===== src/sv/epac_pkg.sv =====
// epac_pkg: shared constants for the edge pixel area coverage block
// no dependencies; used by the channel interfaces, the divider and the top level
package epac_pkg;

  localparam int DEF_COORD_WIDTH     = 24;
  localparam int DEF_COORD_FRAC_BITS = 12;
  localparam int COV_WIDTH           = 18;

  // quotient bits of the slope divider (Q.28 fraction in 0..1) and crossing divider
  localparam int T_QBITS   = 29;
  localparam int X_QBITS   = 17;
  // restoring steps per divider stage
  localparam int DIV_STEPS = 4;

  localparam int QONE  = 65536;
  localparam int QHALF = 32768;

endpackage


===== src/sv/epac_div.sv =====
// epac_div: pipelined restoring divider, STEPS quotient bits per stage
// depends on epac_pkg; caller supplies a start remainder below the divisor
module epac_div import epac_pkg::*; #(
  parameter int DW    = DEF_COORD_WIDTH,
  parameter int QW    = T_QBITS,
  parameter int STEPS = DIV_STEPS
) (
  input  logic          clk,
  input  logic          en,
  input  logic [DW-1:0] rem_i,
  input  logic [QW-1:0] lo_i,
  input  logic [DW-1:0] den_i,
  output logic [QW-1:0] quo_o
);

  localparam int NS = (QW + STEPS - 1) / STEPS;

  logic [DW-1:0] rem_r [NS-1];
  logic [DW-1:0] den_r [NS-1];
  logic [QW-1:0] acc_r [NS];

  for (genvar s = 0; s < NS; s++) begin : g_stage
    logic [DW-1:0] rem_in, den_in, rem_c;
    logic [QW-1:0] acc_in, acc_c;
    logic [DW:0]   trial;
    logic          qbit;

    if (s == 0) begin : g_first
      assign rem_in = rem_i;
      assign acc_in = lo_i;
      assign den_in = den_i;
    end else begin : g_next
      assign rem_in = rem_r[s-1];
      assign acc_in = acc_r[s-1];
      assign den_in = den_r[s-1];
    end

    // numerator bits shift out the top of acc, quotient bits shift in below
    always_comb begin
      rem_c = rem_in;
      acc_c = acc_in;
      trial = '0;
      qbit  = 1'b0;
      for (int k = 0; k < STEPS; k++) begin
        if (s * STEPS + k < QW) begin
          trial = {rem_c, acc_c[QW-1]};
          if (trial >= {1'b0, den_in}) begin
            rem_c = DW'(trial - {1'b0, den_in});
            qbit  = 1'b1;
          end else begin
            rem_c = trial[DW-1:0];
            qbit  = 1'b0;
          end
          acc_c = {acc_c[QW-2:0], qbit};
        end
      end
    end

    always_ff @(posedge clk) begin
      if (en) begin
        acc_r[s] <= acc_c;
      end
    end

    if (s < NS - 1) begin : g_keep
      always_ff @(posedge clk) begin
        if (en) begin
          rem_r[s] <= rem_c;
          den_r[s] <= den_in;
        end
      end
    end
  end

  assign quo_o = acc_r[NS-1];

endmodule

===== config.mk =====
export PLATFORM = sky130hd
export DESIGN_NAME = epac_div
export DESIGN_NICKNAME = d
export VERILOG_FILES = /design/src/sv/epac_pkg.sv /design/src/sv/epac_div.sv
export SDC_FILE = /design/constraint.sdc
export NUM_CORES = 2
export LEC_CHECK = 0
export ABC_CLOCK_PERIOD_IN_PS = 34100
export BUFFER_PORTS_ARGS = -buffer_cell sky130_fd_sc_hd__buf_4
export CORE_MARGIN = 2
export CORE_UTILIZATION = 42
export CTS_BUF_LIST = sky130_fd_sc_hd__clkbuf_8
export DETAILED_ROUTE_END_ITERATION = 16
export PLACE_DENSITY = 0.61
export SYNTH_ARGS = -nofsm -noshare
export SYNTH_HDL_FRONTEND = slang
export SYNTH_SLANG_ARGS = --single-unit

===== constraint.sdc =====
create_clock -name clk -period 34.1 [get_ports clk]
set_clock_uncertainty 0.2 [all_clocks]
set_input_delay 5.115 -clock clk [delete_from_list [all_inputs] [get_ports clk]]
set_output_delay 5.115 -clock clk [all_outputs]
set_load 0.05 [all_outputs]

==> run_results.csv <==
group,metric,value,unit
setup_path,path_class,"in2reg",
grt,grt_pass1_vias,46200,
clocking,h-tree-depth,3,
detailed_routing,wl_per_cell,21.3,µm
timing,fin_ws,16540,ps
timing,fin_crit_sh,0.515,
clocking,postCtsResizedCells,0,
synth,synth.distinct_cells,106,
synth,synthTopCellsByCount,"696 x ha_1, 568 x edfxtp_1, 530 x a21oi_1, 446 x inv_1, 369 x nor2_1",
synth,syn_avg_cell_area,9.37,µm²
layout,final_nets,7134,
floorplanning,core_area,138000,µm²
grt,grt_pass1_wl,267000,µm
detailed_routing,drtPass1Iterations,7,
place,hpwl,141000,µm
clocking,cts.clk_slew.worst_paths,60,ps
setup_path,cp_slowest_cell,"a21oi_1",
clocking,cts_buffer_depth,3,
setup_path,critPathCaptureType,"register",
detailed_routing,ant_nets,0,
floorplanning,pin_count,108,
timing,fmax,0.0570,GHz
clocking,worstSkewPairLatency,830,ps
setup_path,arrival,17880,ps
layout,seq_area,17100,µm²
grt,grt_max_degree,141,
clocking,cts.sinks,568,
synth,synth_ff_type,"edfxtp_1",
synth,synth.largest_area_cell,"edfxtp_1",
synth,async_flop_share,0,
setup_path,crit_path_frequent_cell,"a21oi_1",
timing,max_slew_margin,0.175,
grt,grt_overflow,0,
synth,syn_inst,6239,
synth,synth-seq-cells,568,
clocking,cts_made_buffers,100,
clocking,cts_setup_buffers,0,
clocking,cts_tree,"done",
detailed_routing,vias,48200,
detailed_routing,drc,0,
timing,fin_tns_setup,0,ps
synth,syn-num-nets,7042,
setup_path,worst_path_largest_cell_delay,580,ps
layout,nFillCells,13300,
floorplanning,fp.dieW,377,µm
floorplanning,die_h,377,µm
synth,synth-edff-count,568,
synth,synth_area_leaders,"edfxtp_1 29%, ha_1 15%, xnor2_1 5.4%, mux2_2 5.3%, a21oi_1 4.5%",
detailed_routing,dr.first_iter.drc_count,3607,
synth,syn_area,58400,µm²
place,preCtsSetupSlack,16080,ps
detailed_routing,viasPerCell,5.88,
grt,grt_usage,0.240,
clocking,hold_buffers,0,
floorplanning,start_util,0.424,
place,place_congestion,0.938,
synth,synth-seq-area-share,0.292,
timing,rsz0062_at_grt,"no",
synth,yosys_warnings,0,
place,io_buffers,107,
status,outcome,"completed",
floorplanning,fp.dieArea,142000,µm²
run,maxCapViolations,0,
floorplanning,row_count,136,
layout,area_delta_synth_final,7.71,%
layout,multi_input_area,38900,µm²
setup_path,crit_fanout,33,
synth,synth_top_area_share,0.292,
layout,final_cells,8208,
clocking,root_buffer,"clkbuf_8",
timing,hold_viol_final,0,
detailed_routing,postRouteWirelength,175000,µm
setup_path,required,34420,ps
synth,yosys.cell_count.top_type,"ha_1",
layout,drive_gt1_frac,0.105,
grt,antenna_found_initial,2,
setup_path,worstSetupStartpointType,"input port",
place,post-place-cells,8023,
timing,period_minus_slack,17560,ps
timing,maxSlewViolCount,0,
hold_path,hp-class,"reg2reg",
timing,worstMarginPinSlew,1210,ps
timing,setup_viol,0,
## registers in the layout, indices dropped and copies added, names as in the netlist
register and count:
den_r 168, acc_r 232, rem_r 168
## metrics by stage
step                      hold WS, ps  area [µm²]   util
final                             168       62900  0.457
after global routing              164       62900  0.457
after CTS                         155       62900  0.457
after detailed placement          205       61000  0.442
after global placement            201       61000  0.442
after floorplan                   200       58400      -
## metal layers
metal	share of wire	vias to the layer above	global-route usage
met5	0	-	0
met4	0.046	0	0.108
met3	0.043	316	0.0266
met2	0.47	1312	0.403
met1	0.44	22900	0.311
li1	-	23700	-
## cells in the final DEF (no fill, tap or decap), types with 20 or more instances in the layout
cell      netlist  final
a21oi_1       530    529
a211oi_1       56     56
a221o_1        40     40
o211ai_1       48     48
nor2b_1        96     96
a31oi_1        65     65
clkbuf_8        0    100
mux2i_1        74     74
o21ai_0       309    309
xor2_1        160    160
a21o_1        311    311
or3_1          42     42
clkinv_1        0     20
nor3_1        108    108
nand2_1       353    353
xnor2_1       359    359
inv_1         446    472
and4_1         25     25
o21bai_1       71     71
mux2_2        275    275
nand3_1       103    103
ha_1          696    696
a21boi_0       22     22
nor4_1         34     34
buf_4          37    129
nor2_1        369    369
o31ai_1        29     29
nand2b_1       60     60
o21a_1        113    113
edfxtp_1      568    568
nand4_1        96     96
and3_1         53     53
fa_1           28     28
or2_2          38     38
and2_1         46     46
a211o_1        21     21
mux2_1        103    103
o221ai_1       20     20
## critical path: cells and delay by family
| family | cells | cell delay, ps |
|---|---|---|
| AOI/OAI and AO/OA | 25 | 7220 |
| and+or+nand+nor | 12 | 2440 |
| buffers and inverters | 7 | 1750 |
| adders and majority gates | 4 | 1280 |
## path summary, 6_finish.rpt
check                                    end  cells past startpoint  slack, ps         start
worst max-delay path             rem_r[0][1]                     48      16540      den_i[1]
worst min-delay path            acc_r[0][95]                      0        170  acc_r[0][62]
worst max register to register  rem_r[4][17]                     47      18660   den_r[3][1]
worst min register to register  acc_r[0][95]                      0        170  acc_r[0][62]
## cell families (layout without fill, tap and decap cells)
family                     count (synthesis)  count (layout)  synth area share
other                                      0               1                 0
AOI/OAI and AO/OA                       1879            1879             0.213
muxes                                    473             473            0.0910
xor gates and xnor gates                 519             519            0.0778
adders and majority gates                724             724             0.159
buffers and inverters                    602             776            0.0427
DFF                                      568             568             0.292
and+or+nand+nor                         1474            1474             0.125
## area by class of cell
class	count	share of cell area
well taps	1794	0.0357
multi-input cells	5069	0.618
diodes	1	0.0000398
clock inverters	84	0.00974
clock buffers	100	0.0219
inverters	461	0.0275
repair buffers	131	0.0159
flip-flops and latches	568	0.271
Power is not shown: default switching activity piles up to over one toggle a cycle in this logic, so the estimate is an artifact.
